--- src/design/lr_pkg.sv ---
// ----------------------------------------------------------------------------
// lr_pkg
// Shared types and constants of the line rasterizer: request codes, color
// width and the control flags passed from line setup to the stepping core.
// ----------------------------------------------------------------------------
package lr_pkg;

  // Color width (fixed RGB888)
  localparam int COLOR_BITS = 24;

  // Request kinds carried on the input tuser
  localparam logic REQ_START = 1'b0;
  localparam logic REQ_STEP  = 1'b1;

  // Line orientation flags from setup
  typedef struct packed {
    logic y_is_major;     // y is the incrementing axis
    logic minor_dir_neg;  // minor coordinate walks downward
  } lr_ctrl_t;

endpackage

--- src/design/lr_setup.sv ---
// ----------------------------------------------------------------------------
// lr_setup
// Line setup: picks the major axis from the absolute deltas (ties go to y),
// orders the endpoints so the major coordinate increments, and returns the
// start point, the major end coordinate, both deltas and the minor direction.
// ----------------------------------------------------------------------------
module lr_setup
  import lr_pkg::*;
#(
  parameter int COORD_BITS = 12
) (
  input  logic signed [COORD_BITS-1:0] x1,
  input  logic signed [COORD_BITS-1:0] y1,
  input  logic signed [COORD_BITS-1:0] x2,
  input  logic signed [COORD_BITS-1:0] y2,
  output logic signed [COORD_BITS-1:0] start_x,
  output logic signed [COORD_BITS-1:0] start_y,
  output logic signed [COORD_BITS-1:0] major_end,
  output logic        [COORD_BITS:0]   delta_major,
  output logic        [COORD_BITS:0]   delta_minor,
  output lr_ctrl_t                     ctrl
);

  localparam int C = COORD_BITS;

  logic signed [C:0] dx, dy, dmin;
  logic        [C:0] adx, ady;
  logic              y_major, swap;
  logic signed [C-1:0] sx1, sy1, sx2, sy2;

  always_comb begin
    // Raw deltas and their magnitudes
    dx  = $signed({x2[C-1], x2}) - $signed({x1[C-1], x1});
    dy  = $signed({y2[C-1], y2}) - $signed({y1[C-1], y1});
    adx = dx[C] ? $unsigned(-dx) : $unsigned(dx);
    ady = dy[C] ? $unsigned(-dy) : $unsigned(dy);

    // Axis choice and endpoint ordering
    y_major = !(ady < adx);
    swap    = y_major ? (y1 > y2) : (x1 > x2);
    sx1     = swap ? x2 : x1;
    sy1     = swap ? y2 : y1;
    sx2     = swap ? x1 : x2;
    sy2     = swap ? y1 : y2;

    // Signed minor delta after ordering
    dmin = y_major ? ($signed({sx2[C-1], sx2}) - $signed({sx1[C-1], sx1}))
                   : ($signed({sy2[C-1], sy2}) - $signed({sy1[C-1], sy1}));

    start_x            = sx1;
    start_y            = sy1;
    major_end          = y_major ? sy2 : sx2;
    delta_major        = y_major ? ady : adx;
    delta_minor        = dmin[C] ? $unsigned(-dmin) : $unsigned(dmin);
    ctrl.y_is_major    = y_major;
    ctrl.minor_dir_neg = dmin[C];
  end

endmodule

--- src/design/lr_core.sv ---
// ----------------------------------------------------------------------------
// lr_core
// Bresenham stepping core: holds the line state, forms the pixel for the
// current item (start or step) and advances the position and error term
// by one major-axis step when a valid item that is not the last is consumed.
// ----------------------------------------------------------------------------
module lr_core
  import lr_pkg::*;
#(
  parameter int COORD_BITS = 12
) (
  input  logic                         clk,
  input  logic                         rst,
  input  logic                         fire,
  input  logic                         req_type,
  input  logic signed [COORD_BITS-1:0] start_x,
  input  logic signed [COORD_BITS-1:0] start_y,
  input  logic signed [COORD_BITS-1:0] start_major_end,
  input  logic        [COORD_BITS:0]   start_delta_major,
  input  logic        [COORD_BITS:0]   start_delta_minor,
  input  lr_ctrl_t                     start_ctrl,
  input  logic        [COLOR_BITS-1:0] start_color,
  output logic signed [COORD_BITS-1:0] px,
  output logic signed [COORD_BITS-1:0] py,
  output logic        [COLOR_BITS-1:0] pixel_color,
  output logic                         pixel_valid,
  output logic                         last_pixel
);

  localparam int C = COORD_BITS;
  localparam int E = COORD_BITS + 3;
  localparam logic [C-1:0] ONE = {{(C-1){1'b0}}, 1'b1};

  // Line state
  logic signed [C-1:0]     cur_x, cur_y, major_end;
  logic signed [E-1:0]     err_term;
  logic        [C:0]       delta_major, delta_minor;
  lr_ctrl_t                ctrl;
  logic                    line_active;
  logic [COLOR_BITS-1:0]   held_color;

  // Source values for this item
  logic                    is_start;
  logic signed [C-1:0]     src_x, src_y, src_mend, maj, minr, maj_adv, min_adv;
  logic signed [E-1:0]     src_err, err_adv, dmin2, dmaj2;
  logic        [C:0]       src_dmaj, src_dmin;
  lr_ctrl_t                src_ctrl;
  logic [COLOR_BITS-1:0]   src_color;
  logic                    last, err_pos;
  logic signed [C-1:0]     x_adv, y_adv;

  always_comb begin
    is_start  = (req_type == REQ_START);
    src_x     = is_start ? start_x : cur_x;
    src_y     = is_start ? start_y : cur_y;
    src_mend  = is_start ? start_major_end : major_end;
    src_dmaj  = is_start ? start_delta_major : delta_major;
    src_dmin  = is_start ? start_delta_minor : delta_minor;
    src_ctrl  = is_start ? start_ctrl : ctrl;
    src_color = is_start ? start_color : held_color;

    dmin2   = $signed({1'b0, src_dmin, 1'b0});
    dmaj2   = $signed({1'b0, src_dmaj, 1'b0});
    // Initial decision variable: 2*dminor - dmajor
    src_err = is_start ? (dmin2 - $signed({2'b0, src_dmaj})) : err_term;

    // Emit
    maj  = src_ctrl.y_is_major ? src_y : src_x;
    minr = src_ctrl.y_is_major ? src_x : src_y;
    last = (maj == src_mend);

    // One Bresenham step
    err_pos = !src_err[E-1] && (src_err != '0);
    maj_adv = maj + ONE;
    if (err_pos) begin
      min_adv = src_ctrl.minor_dir_neg ? (minr - ONE) : (minr + ONE);
      err_adv = src_err + dmin2 - dmaj2;
    end else begin
      min_adv = minr;
      err_adv = src_err + dmin2;
    end
    x_adv = src_ctrl.y_is_major ? min_adv : maj_adv;
    y_adv = src_ctrl.y_is_major ? maj_adv : min_adv;

    // Result; an idle step gives an all-zero invalid beat
    pixel_valid = is_start || line_active;
    px          = pixel_valid ? src_x : '0;
    py          = pixel_valid ? src_y : '0;
    pixel_color = pixel_valid ? src_color : '0;
    last_pixel  = pixel_valid && last;
  end

  // Control state
  always_ff @(posedge clk) begin
    if (rst) begin
      line_active <= 1'b0;
    end else if (fire && pixel_valid) begin
      line_active <= !last;
    end
  end

  // Line payload state
  always_ff @(posedge clk) begin
    if (rst) begin
      cur_x       <= '0;
      cur_y       <= '0;
      err_term    <= '0;
      major_end   <= '0;
      delta_major <= '0;
      delta_minor <= '0;
      ctrl        <= '0;
      held_color  <= '0;
    end else if (fire && pixel_valid) begin
      cur_x       <= last ? src_x : x_adv;
      cur_y       <= last ? src_y : y_adv;
      err_term    <= last ? src_err : err_adv;
      major_end   <= src_mend;
      delta_major <= src_dmaj;
      delta_minor <= src_dmin;
      ctrl        <= src_ctrl;
      held_color  <= src_color;
    end
  end

endmodule

--- src/design/line_rasterizer.sv ---
// Data path: input register, then the stepping logic, then the result register
// feeding m_t*. Throughput: one beat per cycle while m_tready does not stall;
// each item is one Bresenham step, a single add and compare on the error term.
// Reset (rst, synchronous, active high) empties both registers and leaves
// the rasterizer idle with no active line; all line state clears to zero.
// ----------------------------------------------------------------------------
// line_rasterizer
// Integer Bresenham line drawer for all octants. A start beat loads both
// endpoints and a color and returns the first pixel; each step beat returns
// the next pixel, with tlast on the final endpoint.
// ----------------------------------------------------------------------------
module line_rasterizer
  import lr_pkg::*;
#(
  parameter int COORD_BITS = 12
) (
  input  logic clk,
  input  logic rst,
  input  logic s_tvalid,
  output logic s_tready,
  // x_start, y_start, x_end, y_end, line_color (low to high), zero padded
  input  logic [((4*COORD_BITS+COLOR_BITS+7)/8)*8-1:0] s_tdata,
  // req_type
  input  logic s_tuser,
  output logic m_tvalid,
  input  logic m_tready,
  // px, py, pixel_color (low to high), zero padded
  output logic [((2*COORD_BITS+COLOR_BITS+7)/8)*8-1:0] m_tdata,
  // pixel_valid
  output logic m_tuser,
  // last_pixel
  output logic m_tlast
);

  localparam int C      = COORD_BITS;
  localparam int IN_W   = ((4*C+COLOR_BITS+7)/8)*8;
  localparam int OUT_W  = ((2*C+COLOR_BITS+7)/8)*8;
  localparam int OUT_PAD = OUT_W - (2*C + COLOR_BITS);

  // Input register
  logic                  in_valid;
  logic                  in_req;
  logic [IN_W-1:0]       in_data;
  logic                  fire;

  logic signed [C-1:0]   st_x, st_y, st_mend, r_px, r_py;
  logic        [C:0]     st_dmaj, st_dmin;
  lr_ctrl_t              st_ctrl;
  logic [COLOR_BITS-1:0] r_color;
  logic                  r_valid, r_last;

  assign fire     = in_valid && (!m_tvalid || m_tready);
  assign s_tready = !in_valid || fire;

  always_ff @(posedge clk) begin
    if (rst) begin
      in_valid <= 1'b0;
    end else if (s_tready) begin
      in_valid <= s_tvalid;
    end
  end

  always_ff @(posedge clk) begin
    if (s_tvalid && s_tready) begin
      in_req  <= s_tuser;
      in_data <= s_tdata;
    end
  end

  // Endpoint ordering and deltas
  lr_setup #(.COORD_BITS(C)) u_setup (
    .x1          (in_data[C-1:0]),
    .y1          (in_data[2*C-1:C]),
    .x2          (in_data[3*C-1:2*C]),
    .y2          (in_data[4*C-1:3*C]),
    .start_x     (st_x),
    .start_y     (st_y),
    .major_end   (st_mend),
    .delta_major (st_dmaj),
    .delta_minor (st_dmin),
    .ctrl        (st_ctrl)
  );

  // Stepping core
  lr_core #(.COORD_BITS(C)) u_core (
    .clk               (clk),
    .rst               (rst),
    .fire              (fire),
    .req_type          (in_req),
    .start_x           (st_x),
    .start_y           (st_y),
    .start_major_end   (st_mend),
    .start_delta_major (st_dmaj),
    .start_delta_minor (st_dmin),
    .start_ctrl        (st_ctrl),
    .start_color       (in_data[4*C+COLOR_BITS-1:4*C]),
    .px                (r_px),
    .py                (r_py),
    .pixel_color       (r_color),
    .pixel_valid       (r_valid),
    .last_pixel        (r_last)
  );

  // Result register
  always_ff @(posedge clk) begin
    if (rst) begin
      m_tvalid <= 1'b0;
    end else if (fire) begin
      m_tvalid <= 1'b1;
    end else if (m_tready) begin
      m_tvalid <= 1'b0;
    end
  end

  generate
    if (OUT_PAD > 0) begin : g_pad
      always_ff @(posedge clk) begin
        if (fire) begin
          m_tdata <= {{OUT_PAD{1'b0}}, r_color, r_py, r_px};
          m_tuser <= r_valid;
          m_tlast <= r_last;
        end
      end
    end else begin : g_nopad
      always_ff @(posedge clk) begin
        if (fire) begin
          m_tdata <= {r_color, r_py, r_px};
          m_tuser <= r_valid;
          m_tlast <= r_last;
        end
      end
    end
  endgenerate

  // An idle step beat carries no pixel and no last mark
  a_idle_zero: assert property (@(posedge clk) disable iff (rst)
    (m_tvalid && !m_tuser) |-> (!m_tlast && m_tdata == '0))
    else $error("idle result beat carries data");

  // A consumed item always lands in the result register
  a_fire_out: assert property (@(posedge clk) disable iff (rst)
    fire |=> m_tvalid)
    else $error("consumed item produced no result beat");

  // A held item with a stalled output blocks new input
  a_backpressure: assert property (@(posedge clk) disable iff (rst)
    (in_valid && m_tvalid && !m_tready) |-> !s_tready)
    else $error("input accepted while pipeline is full");

  // A start beat always yields a pixel
  a_start_valid: assert property (@(posedge clk) disable iff (rst)
    (fire && in_req == REQ_START) |=> m_tuser)
    else $error("start beat produced no pixel");

endmodule

--- config.mk ---
export PLATFORM = sky130hd
export DESIGN_NAME = line_rasterizer
export DESIGN_NICKNAME = d
export VERILOG_FILES = /design/src/design/lr_pkg.sv /design/src/design/lr_setup.sv /design/src/design/lr_core.sv /design/src/design/line_rasterizer.sv
export SDC_FILE = /design/constraint.sdc
export NUM_CORES = 1
export LEC_CHECK = 0
export BUFFER_PORTS_ARGS = -buffer_cell sky130_fd_sc_hd__buf_2
export CAP_MARGIN = 10
export CORE_ASPECT_RATIO = 0.9
export CORE_MARGIN = 2
export CORE_UTILIZATION = 57
export DETAILED_ROUTE_END_ITERATION = 7
export GPL_TIMING_DRIVEN = 0
export PLACE_DENSITY = 0.76
export SYNTH_ARGS = -nofsm -noshare
export SYNTH_HDL_FRONTEND = slang
export SYNTH_SLANG_ARGS = --single-unit
--- constraint.sdc ---
create_clock -name clk -period 24.4 [get_ports clk]
set_input_delay 4.88 -clock clk [delete_from_list [all_inputs] [get_ports clk]]
set_output_delay 4.88 -clock clk [all_outputs]
set_load 0.05 [all_outputs]
== Word level (Yosys, flattened, before mapping) ==
Index checks and enable logic that the tools add are counted.
Widths: inputs -> output; s select.

* Register bits: 229
* Latch bits: 0
* Memory bits (writable): 0
* Memory bits (read-only): 0
* Input port bits: 77
* Output and inout port bits: 52
* Logic and storage cells: 81
* Memories: 0

* $add $sub $neg: 13
* Multiply operators: 0
* Divide/modulo/power cells: 0
* Order comparisons: 3
* Equal/unequal tests: 1
* Shift operators: 0
* Mux-type cells: 31
* Bitwise gates (word level): 1
* Reductions and logical operators: 15

{| class="wikitable"
|+ Operators with widths
! cell !! count
|-
| $mux 12 || 16
|-
| $mux 13 || 7
|-
| $sub 12x12->13 || 4
|-
| $mux 15 || 3
|-
| $neg 13->13 || 3
|-
| $add 12x1->12 const B || 2
|-
| $gt 12x12->1 || 2
|-
| $mux 24 || 1
|-
| $add 15x15->15 || 1
|-
| $reduce_bool 15->1 || 1
|-
| $sub 14x13->15 || 1
|-
| $sub 15x15->15 || 1
|-
| $lt 13x13->1 || 1
|-
| $eq 12x12->1 || 1
|-
| $sub 12x1->12 const B || 1
|-
| $logic_and 1x1->1 || 5
|-
| $logic_not 1->1 || 5
|-
| $logic_or 1x1->1 || 3
|-
| $mux 1 || 3
|-
| $mux 2 || 1
|-
| $reduce_bool 2->1 || 1
|-
| $not 1->1 || 1
|}

== Logic depth before layout (Yosys ltp) ==
Gate-level depths: netlist of run 1.

* Depth in word-level cells: 18
* Depth in mapped cells: 55
* Depth with buffers taken out: 53

== By module ==
From an unflattened synthesis of run 1, not the netlist that was laid out.

* Cells, all modules: 2,068
* Area total of the unflattened synthesis: 17,249.0 µm²

{| class="wikitable"
|+ Modules (own cells, without submodules)
! module !! times used !! cells each !! area an instance (µm²) !! sequential area each (µm²)
|-
| lr_core || 1 || 1,191 || 8,792.2 || 2,082.0
|-
| lr_setup || 1 || 744 || 4,659.5 || 0.0
|-
| line_rasterizer || 1 || 133 || 3,797.4 || 3,733.6
|}

== Worst setup path after synthesis of run 1 ==
Ideal clock, no wire load.

* Path type: reg-to-reg
* Start: reg in_data[16]
* End: reg u_core.err_term[14]
* Library setup time: 0.069 ns
* Data arrival time: 10.533 ns
* Data required time: 24.331 ns
* Setup slack: 13.797 ns
* Stages on the path, launching flop included: 45
* Buffers on the path: 2
* Period minus slack after synthesis: 10.603 ns
* Path through: edfxtp_1 inv_1 ha_1 buf_2 a221oi_1 a21oi_1 a2111oi_0 nor4_1 a21oi_1 xnor2_1 ha_1 a211oi_2 o211ai_1 a221oi_2 a21boi_1 a221oi_1 a211oi_1 ha_1 [... 9 more ...] o211a_1 a31oi_1 nand2b_1 a21oi_1 xnor2_1 or3_1 a31oi_1 ha_1 a221oi_1 xnor2_1 ha_1 a21o_1 a21o_1 a21o_1 a21o_1 a21oi_1 mux2_1 o21ai_1

* Word-level cells in the longest chain between the ends: 17
* Elaborated cells on any way between the ends: 35
* Those cells by class: add/sub: 8; order compare: 2; eq/ne: 1; mux: 20; reduce/logical: 4

{| class="wikitable"
|+ RTL lines
! what !! RTL line !! text
|-
| start: declaration || line_rasterizer.sv:43 || <nowiki>logic [IN_W-1:0] in_data;</nowiki>
|-
| start signal: assignment || line_rasterizer.sv:66 || <nowiki>in_data <= s_tdata;</nowiki>
|-
| $sub 12x12->13 || lr_setup.sv:34 || <nowiki>dy = $signed({y2[C-1], y2}) - $signed({y1[C-1], y1});</nowiki>
|-
| $neg 13->13 || lr_setup.sv:36 || <nowiki>ady = dy[C] ? $unsigned(-dy) : $unsigned(dy);</nowiki>
|-
| $mux 13 || lr_setup.sv:36 ||
|-
| $lt 13x13->1 || lr_setup.sv:39 || <nowiki>y_major = !(ady < adx);</nowiki>
|-
| $mux 1 || lr_setup.sv:40 || <nowiki>swap = y_major ? (y1 > y2) : (x1 > x2);</nowiki>
|-
| $mux 12 (on tied branches) || - ||
|-
| $sub 12x12->13 (on tied branches) || lr_setup.sv:47, lr_setup.sv:48 ||
|-
| $mux 13 (*) || lr_setup.sv:47 || <nowiki>dmin = y_major ? ($signed({sx2[C-1], sx2}) - $signed({sx1[C-1], sx1}))</nowiki>
|-
| [... 2 more ...] || - ||
|-
| $mux 13 (*) || lr_core.sv:58 || <nowiki>src_dmin = is_start ? start_delta_minor : delta_minor;</nowiki>
|-
| via u_core.src_dmin[3] || lr_core.sv:46 || <nowiki>logic [C:0] src_dmaj, src_dmin;</nowiki>
|-
| $sub 14x13->15 || lr_core.sv:65 || <nowiki>src_err = is_start ? (dmin2 - $signed({2'b0, src_dmaj})) : err_term;</nowiki>
|-
| $mux 15 || lr_core.sv:65 ||
|-
| $add 15x15->15, or another cell as far along || lr_core.sv:77, lr_core.sv:80 ||
|-
| $sub 15x15->15 / $logic_and 1x1->1 (equally long branches) || lr_core.sv:77, lr_core.sv:73 ||
|-
| $mux 15 || lr_core.sv:75 || <nowiki>if (err_pos) begin</nowiki>
|-
| $mux 15 (*) || lr_core.sv:116 || <nowiki>err_term <= last ? src_err : err_adv;</nowiki>
|-
| end signal: assignment || lr_core.sv:116 ||
|-
| end: declaration || lr_core.sv:36 || <nowiki>logic signed [E-1:0] err_term;</nowiki>
|}

Mark *: on every way through the listed nets, which the timed path passes. The rest lies on a longest branch.
A chain may end at the register's enable or synchronous reset.

== Final worst setup path of run 1 ==
* Start: reg in_data[4]
* End: reg u_core.err_term[14]

* Word-level cells in the longest chain between the ends: 17
* Elaborated cells on any way between the ends: 35
* Those cells by class: add/sub: 8; order compare: 2; eq/ne: 1; mux: 20; reduce/logical: 4

{| class="wikitable"
|+ RTL lines
! what !! RTL line !! text
|-
| $sub 12x12->13 || lr_setup.sv:33 || <nowiki>dx = $signed({x2[C-1], x2}) - $signed({x1[C-1], x1});</nowiki>
|-
| $neg 13->13 || lr_setup.sv:35 || <nowiki>adx = dx[C] ? $unsigned(-dx) : $unsigned(dx);</nowiki>
|-
| $mux 13 || lr_setup.sv:35 ||
|-
| $lt 13x13->1 || lr_setup.sv:39 ||
|-
| $mux 1 || lr_setup.sv:40 ||
|-
| $mux 12 (on tied branches) || - ||
|-
| $sub 12x12->13 (on tied branches) || lr_setup.sv:47, lr_setup.sv:48 ||
|-
| $mux 13 || lr_setup.sv:47 ||
|-
| $neg 13->13 || lr_setup.sv:54 || <nowiki>delta_minor = dmin[C] ? $unsigned(-dmin) : $unsigned(dmin);</nowiki>
|-
| $mux 13 || lr_setup.sv:54 ||
|-
| $mux 13 || lr_core.sv:58 ||
|-
| $sub 14x13->15 || lr_core.sv:65 ||
|-
| $mux 15 || lr_core.sv:65 ||
|-
| $add 15x15->15, or another cell as far along || lr_core.sv:77, lr_core.sv:80 ||
|-
| $sub 15x15->15 / $logic_and 1x1->1 (equally long branches) || lr_core.sv:77, lr_core.sv:73 ||
|-
| $mux 15 || lr_core.sv:75 ||
|-
| $mux 15 (*) || lr_core.sv:116 ||
|}

Every way passes the cells marked *; elsewhere a longest branch is shown, timed or not.

==> flow_summary.toml, run 1 <==
[clock_tree]
clkLatencyLatePin_ns = 0.55
cts_resized = 0
cts_buffer_depth = 3
htree_levels = 1
clkTransAtPathRegs_ns = 0.07
cts-root-buf = "clkbuf_16"
cts_buffers = 25
post_cts_buffers = 0
cts_hold_buf = 0
cts.sinks = 229
cts_tree = "done"

[yosys]
synth_xor_area_frac = 0.0561
ys.flop_type = "edfxtp_1"
synth-edff-count = 123
synth_simple_gate_area_frac = 0.195
yosysTopAreaCell = "edfxtp_1"
synth_cell_type_count = 88
syn_area_um2 = 17300
ys.warnings.count = 0
synthAdderAreaFrac = 0.0741
synth_compound_area_frac = 0.252
synth.avg_cell_area_um2 = 8.21
synth_top_family_by_area = "compound AO/OA/AOI/OAI gates"
muxShareOfSynthArea = 0.0379
synth-seq-area-share = 0.336
netlist_instances = 2109
synth.top_cell.area_share = 0.213
synth_area_leaders = "edfxtp_1 21%, dfxtp_1 12%, ha_1 6.7%"
ys_ff_latch = 229
async_reset_ff_frac = 0
synth_fp_nets = 2285

[drt]
dr_total_vias = 17444
dr.pass1.iters = 6
drt_wl_total_um = 60900
viasPerCell = 6.48
final_antenna_net_count = 0
wl_per_cell_um = 22.6
drc = 0
initialDrtViolationCount = 2391

[global_routing]
gr-total-overflow = 0
track_usage = 0.377
grt_max_degree = 53
antenna_found_initial = 1
grt_pass1_wl_um = 92800
grt_pass1_vias = 16262

[floorplanning]
core-area_um2 = 29900
die_h_um = 169
die_w_um = 188
num_io_pins = 129
rows = 60
start_util = 0.580
dieArea_um2 = 31800

[timing]
setup_slack_ns = 10.21
worst_pin_slew_ns = 1.21
timing.slew.headroom = 0.190
setup_violations = 0
hold_viol_final = 0
fin_skew_ns = 0.0227
rsz0062_at_grt = "false"
finalSetupTns_ns = 0
fin_crit_ns = 14.19
slew_viol_final = 0
fmax_mhz = 70.4
fin_crit_sh = 0.582

[worst_hold_path]
min-delay-start = "u_core.held_color[8]"
min_path_cells = 2
hold_path_class = "register to register"

[critical_path]
slowest_stage = "a221oi_1"
start_kind = "register"
worstPathRequired_ns = 24.87
crit_arrival_ns = 14.66
rr_startpoint = "in_data[4]"
critPathMaxFanout = 10
worst-path-stages = 44
crit_path_end_kind = "register"
r2r_cells = 44
path_class = "register to register"
cp_top_family = "compound AO/OA/AOI/OAI gates"
cp_common_cell = "clkbuf_1"
crit_start = "in_data[4]"
timing.critical_path.buf_inv = 8
slowest_delay_ns = 0.86

[final_layout]
post_route_cells_drive_above_1_share = 0.103
fin_cells = 2690
antennaDiodeCount = 0
fin_nets = 2444
postLayoutCoreUtil = 0.647
syn2layout_area_growth_pct = 11.5
fillers = 2676

[power_and_ir_drop]
power_w = 0.00346
power_density_nw_per_um2 = 179
peakVddDrop_uv = 220
p_leak_nw = 7.79

[status]
status = "complete, no violations"

[job]
max_cap_viol_count = 0

[placement]
io_buffers = 128
place_hpwl_um = 47600
place_ws_ns = 10.72
place_congestion = 1.02
placed_cells = 2644
## through the flow
stage / instance area, µm² / hold slack, ns
3_5_place_dp: 18500 / 0.448
3_3_place_gp: 18500 / 0.442
6_report: 19300 / 0.459
2_1_floorplan: 17300 / 0.433
5_1_grt: 19300 / 0.476
4_1_cts: 19300 / 0.458
## final cells by class
class                   count  area (µm²)  share of cell area
plain buffers             120         500              0.0259
inverters                  96         360              0.0187
well taps                 403         504              0.0261
clock buffers              36         707              0.0366
flip-flops and latches    229        5820               0.301
multi-input cells        1664       10600               0.551
repair buffers            132         698              0.0361
clock inverters            10        85.1             0.00440
## flip-flops by register name (all words and copies together) (netlist names), 2 cells and up
signal              cells
u_core.major_end       12
u_core.err_term        15
u_core.cur_y           12
in_data                72
u_core.held_color      24
m_tdata                48
u_core.cur_x           12
u_core.delta_minor     13
u_core.ctrl             2
u_core.delta_major     13
## worst register-to-register path, delay by kind of cell (launching register included)
kind	cells	cell delay, ns
adder cells (fa/ha/maj)	5	1.62
AO/OA/AOI/OAI	22	6.03
flip-flops	1	0.50
AND/OR/NAND/NOR	5	1.86
buffers and inverters	8	3.21
multiplexers	1	0.34
XOR/XNOR	3	0.57
## report_power, final
| part | internal, W | switching, W |
|---|---|---|
| clock | 0.000212 | 0.000162 |
| sequential | 0.000440 | 0.0000201 |
| combinational | 0.00106 | 0.00156 |
## per-layer routing
layer | part of all wire | vias to the layer above | GRT usage
met2 | 0.41 | 1032 | 0.550
met5 | 0 | - | 0
met3 | 0.12 | 147 | 0.0858
met1 | 0.43 | 8247 | 0.545
met4 | 0.037 | 0 | 0.135
li1 | - | 8018 | -
## synthesized netlist by cell type, drive strengths merged (6+ instances only)
master	n
mux2i	51
and2	16
fa	6
buf	38
a211oi	57
nor2b	35
nor3	48
a31oi	18
and3	18
or3	10
o211ai	16
o211a	6
nand3	56
a22oi	17
o221ai	7
or4	8
a2111oi	12
o21ai	136
o22ai	11
nand2	264
a21o	48
nand2b	23
nand4	11
xor2	45
dfxtp	106
clkbuf	82
and4	7
o31ai	12
ha	93
a311oi	15
nor2	207
a221o	6
a221oi	15
mux2	13
nor3b	7
a21oi	202
o21a	20
xnor2	66
o21bai	10
edfxtp	123
inv	96
nor4	12
## layout by cell type, fill, tap and decap left out, drive strengths merged, types with 18 or more instances in the layout
cell type / Yosys / final
nand2: 264 / 264
nor2: 207 / 207
a21oi: 202 / 202
buf: 38 / 170
o21ai: 136 / 136
edfxtp: 123 / 123
clkbuf: 82 / 118
dfxtp: 106 / 106
inv: 96 / 97
ha: 93 / 93
xnor2: 66 / 66
a211oi: 57 / 57
nand3: 56 / 56
mux2i: 51 / 51
a21o: 48 / 48
nor3: 48 / 48
xor2: 45 / 45
nor2b: 35 / 35
nand2b: 23 / 23
o21a: 20 / 20
a31oi: 18 / 18
and3: 18 / 18
## kinds of logic (layout without fill, tap and decap cells)
family | after synthesis | after routing
buffers and inverters | 216 | 394
AOI/OAI and AO/OA | 656 | 656
and+or+nand+nor | 734 | 734
xor gates and xnor gates | 111 | 111
adders and majority gates | 99 | 99
DFF | 229 | 229
muxes | 64 | 64
## path summary, 6_finish.rpt
path	end	slack, ns
setup / recovery	u_core.err_term[14]	10.21
hold / removal	u_core.held_color[8]	0.46
setup reg to reg	u_core.err_term[14]	10.21
hold reg to reg	u_core.held_color[8]	0.46
No activity file was read; power rests on OpenSTA's default activity.
==> run 2: changes to the inputs <==
--- a/config.mk
+++ b/config.mk
@@ -9,10 +9,10 @@
 export CAP_MARGIN = 10
 export CORE_ASPECT_RATIO = 0.9
 export CORE_MARGIN = 2
-export CORE_UTILIZATION = 57
+export CORE_UTILIZATION = 56
 export DETAILED_ROUTE_END_ITERATION = 7
 export GPL_TIMING_DRIVEN = 0
-export PLACE_DENSITY = 0.76
+export PLACE_DENSITY = 0.78
 export SYNTH_ARGS = -nofsm -noshare
 export SYNTH_HDL_FRONTEND = slang
 export SYNTH_SLANG_ARGS = --single-unit
==> constraint.sdc (replaced) <==
create_clock -name clk -period 11.9 [get_ports clk]
set_input_delay 2.38 -clock clk [delete_from_list [all_inputs] [get_ports clk]]
set_output_delay 2.38 -clock clk [all_outputs]
set_load 0.05 [all_outputs]
==> run 2 against run 1 <==
Final area grew 3.4%. Critical path depth up 1. Sequential cell count unchanged. Largest power group unchanged. Highest routed layer unchanged.
==> flow_summary.toml, run 2 (synthesis results as in run 1) <==
[drt]
viasPerCell = 6.43
drc = 0
wl_per_cell_um = 22.2
dr.pass1.iters = 6
dr_total_vias = 17484
final_antenna_net_count = 0
initialDrtViolationCount = 2219
drt_wl_total_um = 60400

[global_routing]
grt_pass1_wl_um = 91300
gr-total-overflow = 0
track_usage = 0.363
grt_pass1_vias = 16121
antenna_found_initial = 0
grt_max_degree = 57

[floorplanning]
die_w_um = 189
start_util = 0.564
dieArea_um2 = 32400
rows = 61
num_io_pins = 129
core-area_um2 = 30700
die_h_um = 171

[worst_hold_path]
hold_path_class = "register to register"
min_path_cells = 2

[job]
max_cap_viol_count = 0

[power_and_ir_drop]
power.internal_w = 0.00370
p_seq_frac = 0.128
swShare = 0.496
peakVddDrop_uv = 598
p_leak_nw = 8.05
power_density_nw_per_um2 = 368
netSwitchingPower_w = 0.00364
p_comb_frac = 0.758
p_clk_frac = 0.113

[final_layout]
post_route_cells_drive_above_1_share = 0.140
fin_nets = 2468
postLayoutCoreUtil = 0.651
syn2layout_area_growth_pct = 15.3
final_common_cell = "nand2_1"
regMostFlops = "in_data"
fillers = 2619
largest_reg_flops = 72
antennaDiodeCount = 0
mostFrequentLayoutCells = "263 x nand2_1, 205 x nor2_1, 198 x a21oi_1"
multi_input_area_um2 = 11000
reg_top3 = "in_data x72, m_tdata x48, u_core.held_color x24"
area.sequential_um2 = 5820

[placement]
io_buffers = 128
place_congestion = 0.995
place_hpwl_um = 46100

[timing]
hold_viol_final = 0
whs_ns = 0.456
fmax_mhz = 86.0
worst_pin_slew_ns = 1.19
fin_skew_ns = 0.0205
fin_crit_sh = 0.977
timing.slew.headroom = 0.200
slew_viol_final = 0
setup_violations = 0
fin_crit_ns = 11.62

[status]
status = "complete, no violations"

[critical_path]
path_class = "register to register"
start_kind = "register"
r2r_cells = 45
critPathMaxFanout = 10
worstPathRequired_ns = 12.39
crit_arrival_ns = 12.11
crit_path_end_kind = "register"
slowest_delay_ns = 0.55
slowest_stage = "or4_1"

[clock_tree]
cts_hold_buf = 0
cts.sinks = 229
clkLatencyLatePin_ns = 0.56
clkTransAtPathRegs_ns = 0.06
cts_buffers = 26
cts_buffer_depth = 3
htree_levels = 1
cts_tree = "done"
cts-root-buf = "clkbuf_16"
[run 2: cell types whose count changed in the layout (fill, tap and decap cells not counted), sizes merged]
cell / delta
clkinv: -5
buf: +29
clkinvlp: +2
clkbuf: -4
inv: +1
bufinv: +2
[run 2: what timing repair did]
action                                  CTS  global route
endpoints found under the setup margin   38            36
setup buffers                            10            17
pin swaps                                 2            15
gates resized for setup                  39            57
[run 2: per-stage QoR]
step                      area, µm²  TNS [ns]  instances  setup WS [ns]  total power, W
final                         20000         0       2721          0.277         0.00734
after CTS                     19600         0       2707         0.0205         0.00707
after detailed placement      18500    -23.34       2650          -1.65         0.00613
after global routing          20000   -0.0375       2721        -0.0375         0.00786
after floorplan               17300         0       2109           1.30         0.00502
after global placement        18500    -16.24       2646          -1.43         0.00598
[run 2: cell type report]
| class | instances | area share |
|---|---|---|
| timing repair buffer | 159 | 0.0451 |
| tap | 409 | 0.0256 |
| sequential | 229 | 0.291 |
| clock buffer | 38 | 0.0369 |
| clock inverter | 10 | 0.00702 |
| inverter | 96 | 0.0180 |
| buffer | 116 | 0.0255 |
| multi-input combinational | 1664 | 0.551 |
[run 2: path summary, 6_finish.rpt]
path	start	to	slack, ns
max	in_data[13]	u_core.err_term[14]	0.28
min reg2reg	u_core.delta_minor[11]	u_core.delta_minor[11]	0.46
max reg2reg	in_data[13]	u_core.err_term[14]	0.28
min	u_core.delta_minor[11]	u_core.delta_minor[11]	0.46
[run 2: worst max-delay path: cells and delay by family, from the launching register on]
family                   cells  cell delay [ns]
flip-flops                   1             0.47
adder cells (fa/ha/maj)      5             1.57
XOR/XNOR                     5             1.26
multiplexers                 1             0.33
AND/OR/NAND/NOR             10             2.53
AO/OA/AOI/OAI               21             4.65
buffers and inverters        3             0.73
[run 2: power by group through the flow]
| stage | Clock [W] | Sequential, W | Combinational, W |
|---|---|---|---|
| floorplan | 0 | 0.000987 | 0.00403 |
| global placement | 0 | 0.000957 | 0.00502 |
| detailed placement | 0 | 0.000957 | 0.00518 |
| CTS | 0.000837 | 0.000940 | 0.00529 |
| global route | 0.000866 | 0.000947 | 0.00605 |
| finish | 0.000832 | 0.000943 | 0.00557 |
[run 2: metal layers]
layer  vias up  wire, µm  GRT usage
met3       144      7090     0.0808
met5         -         0          0
met4         0      2050      0.121
li1       8069         -          -
met2      1036     25800      0.548
met1      8235     25500      0.514
==> run 3: changes to the inputs <==
--- a/config.mk
+++ b/config.mk
@@ -7,7 +7,7 @@
 export LEC_CHECK = 0
 export BUFFER_PORTS_ARGS = -buffer_cell sky130_fd_sc_hd__buf_2
 export CAP_MARGIN = 10
-export CORE_ASPECT_RATIO = 0.9
+export CORE_ASPECT_RATIO = 0.6
 export CORE_MARGIN = 2
 export CORE_UTILIZATION = 56
 export DETAILED_ROUTE_END_ITERATION = 7
==> run 3 against run 2 <==
Hold slack improved by 0.0038 ns. Register-to-register slack got worse by 0.18 ns. Setup slack got worse by 0.18 ns. Largest cell class unchanged.
==> flow_summary.toml, run 3 (synthesis results as in run 1) <==
[status]
status = "complete, no violations"

[drt]
initialDrtViolationCount = 2720
wl_per_cell_um = 24.4
dr_total_vias = 17972
drc = 0
drt_wl_total_um = 66500
dr.pass1.iters = 6
viasPerCell = 6.59
final_antenna_net_count = 0

[final_layout]
reg_top3 = "in_data x72, m_tdata x48, u_core.held_color x24"
final_common_cell = "nand2_1"
regMostFlops = "in_data"
post_route_cells_drive_above_1_share = 0.151
syn2layout_area_growth_pct = 15.9
fin_nets = 2475
largest_reg_flops = 72
mostFrequentLayoutCells = "262 x nand2_1, 204 x nor2_1, 193 x a21oi_1"
multi_input_area_um2 = 11100
fillers = 2548
area.sequential_um2 = 5820

[timing]
finalSetupTns_ns = 0
hold_viol_final = 0
fin_crit_sh = 0.992
fin_skew_ns = 0.0283
fmax_mhz = 84.7
worst_pin_slew_ns = 1.29
setup_violations = 0
fin_crit_ns = 11.81
slew_viol_final = 0
timing.slew.headroom = 0.134

[critical_path]
cp_common_cell = "clkbuf_1"
crit_path_end_kind = "register"
slowest_delay_ns = 0.85
critPathMaxFanout = 10
slowest_stage = "clkbuf_1"
path_class = "register to register"
crit_arrival_ns = 12.27
start_kind = "register"
worstPathRequired_ns = 12.37

[floorplanning]
rows = 49
die_h_um = 140
die_w_um = 231
dieArea_um2 = 32400
core-area_um2 = 30200
num_io_pins = 129
start_util = 0.574

[placement]
place_hpwl_um = 51300
io_buffers = 128
place_congestion = 1.08

[global_routing]
grt_pass1_wl_um = 97800
track_usage = 0.398
grt_max_degree = 62
antenna_found_initial = 0
gr-total-overflow = 0
grt_pass1_vias = 16234

[clock_tree]
cts-root-buf = "clkbuf_16"
cts_buffer_depth = 3
cts.sinks = 229
cts_tree = "done"
clkLatencyLatePin_ns = 0.56
clkTransAtPathRegs_ns = 0.06
cts_buffers = 24
htree_levels = 1

[worst_hold_path]
hold_path_class = "register to register"

[job]
max_cap_viol_count = 0
[run 3: changes by cell type in the layout (fill, tap and decap cells not counted), sizes merged]
cell and change:
clkinv +6, buf +9, diode +1, clkbuf -7, bufinv -1, clkinvlp -1
inv -1
[run 3: per-layer routing]
metal | track usage | share of wire | up-vias
met1 | 0.604 | 0.43 | 8453
met2 | 0.504 | 0.37 | 1329
met3 | 0.190 | 0.18 | 111
li1 | - | - | 8079
met5 | 0 | 0 | -
met4 | 0.0723 | 0.021 | 0
[run 3: metrics by stage]
stage	hold WS (ns)	area, µm²	utilization	instances	setup slack, ns
final	0.459	20100	0.666	2726	0.0941
after floorplan	0.433	17300	-	2109	1.30
after detailed placement	0.449	18500	0.615	2648	-1.91
after CTS	0.459	19500	0.648	2702	0.0128
after global placement	0.442	18500	0.612	2645	-1.93
after global routing	0.472	20100	0.666	2725	-0.0978
[run 3: cell type report]
cell class                 instances  share of cell area
antenna                            1            0.000125
buffer                           117              0.0263
clock buffer                      31              0.0312
clock inverter                    13             0.00679
inverter                          96              0.0179
multi-input combinational       1664               0.554
sequential                       229               0.290
tap                              408              0.0254
timing repair buffer             167              0.0486
[run 3: repair_timing]
item,4_1_cts,5_1_grt
resized for setup,42,87
setup buffers,11,25
endpoints found under the setup margin,38,38
pin swaps,4,18
hold buffers,0,0
[run 3: critical path, delay by kind of cell, from the launching register on]
kind                     cells  cell delay [ns]
AO/OA/AOI/OAI               12             2.54
XOR/XNOR                     2             0.33
adder cells (fa/ha/maj)      3             0.91
buffers and inverters        9             6.17
flip-flops                   1             0.40
multiplexers                 1             0.34
AND/OR/NAND/NOR              3             1.03
[run 3: worst paths after layout]
path                                            start                     to  slack [ns]  cells past startpoint
worst min-delay path            u_core.held_color[15]  u_core.held_color[15]        0.46                      2
worst max-delay path                           in_req    u_core.err_term[14]        0.09                     30
worst max register to register                 in_req    u_core.err_term[14]        0.09                     30
worst min register to register  u_core.held_color[15]  u_core.held_color[15]        0.46                      2
Power of run 3 is not shown: default switching activity piles up to over one toggle a cycle in this logic, so the estimate is an artifact.
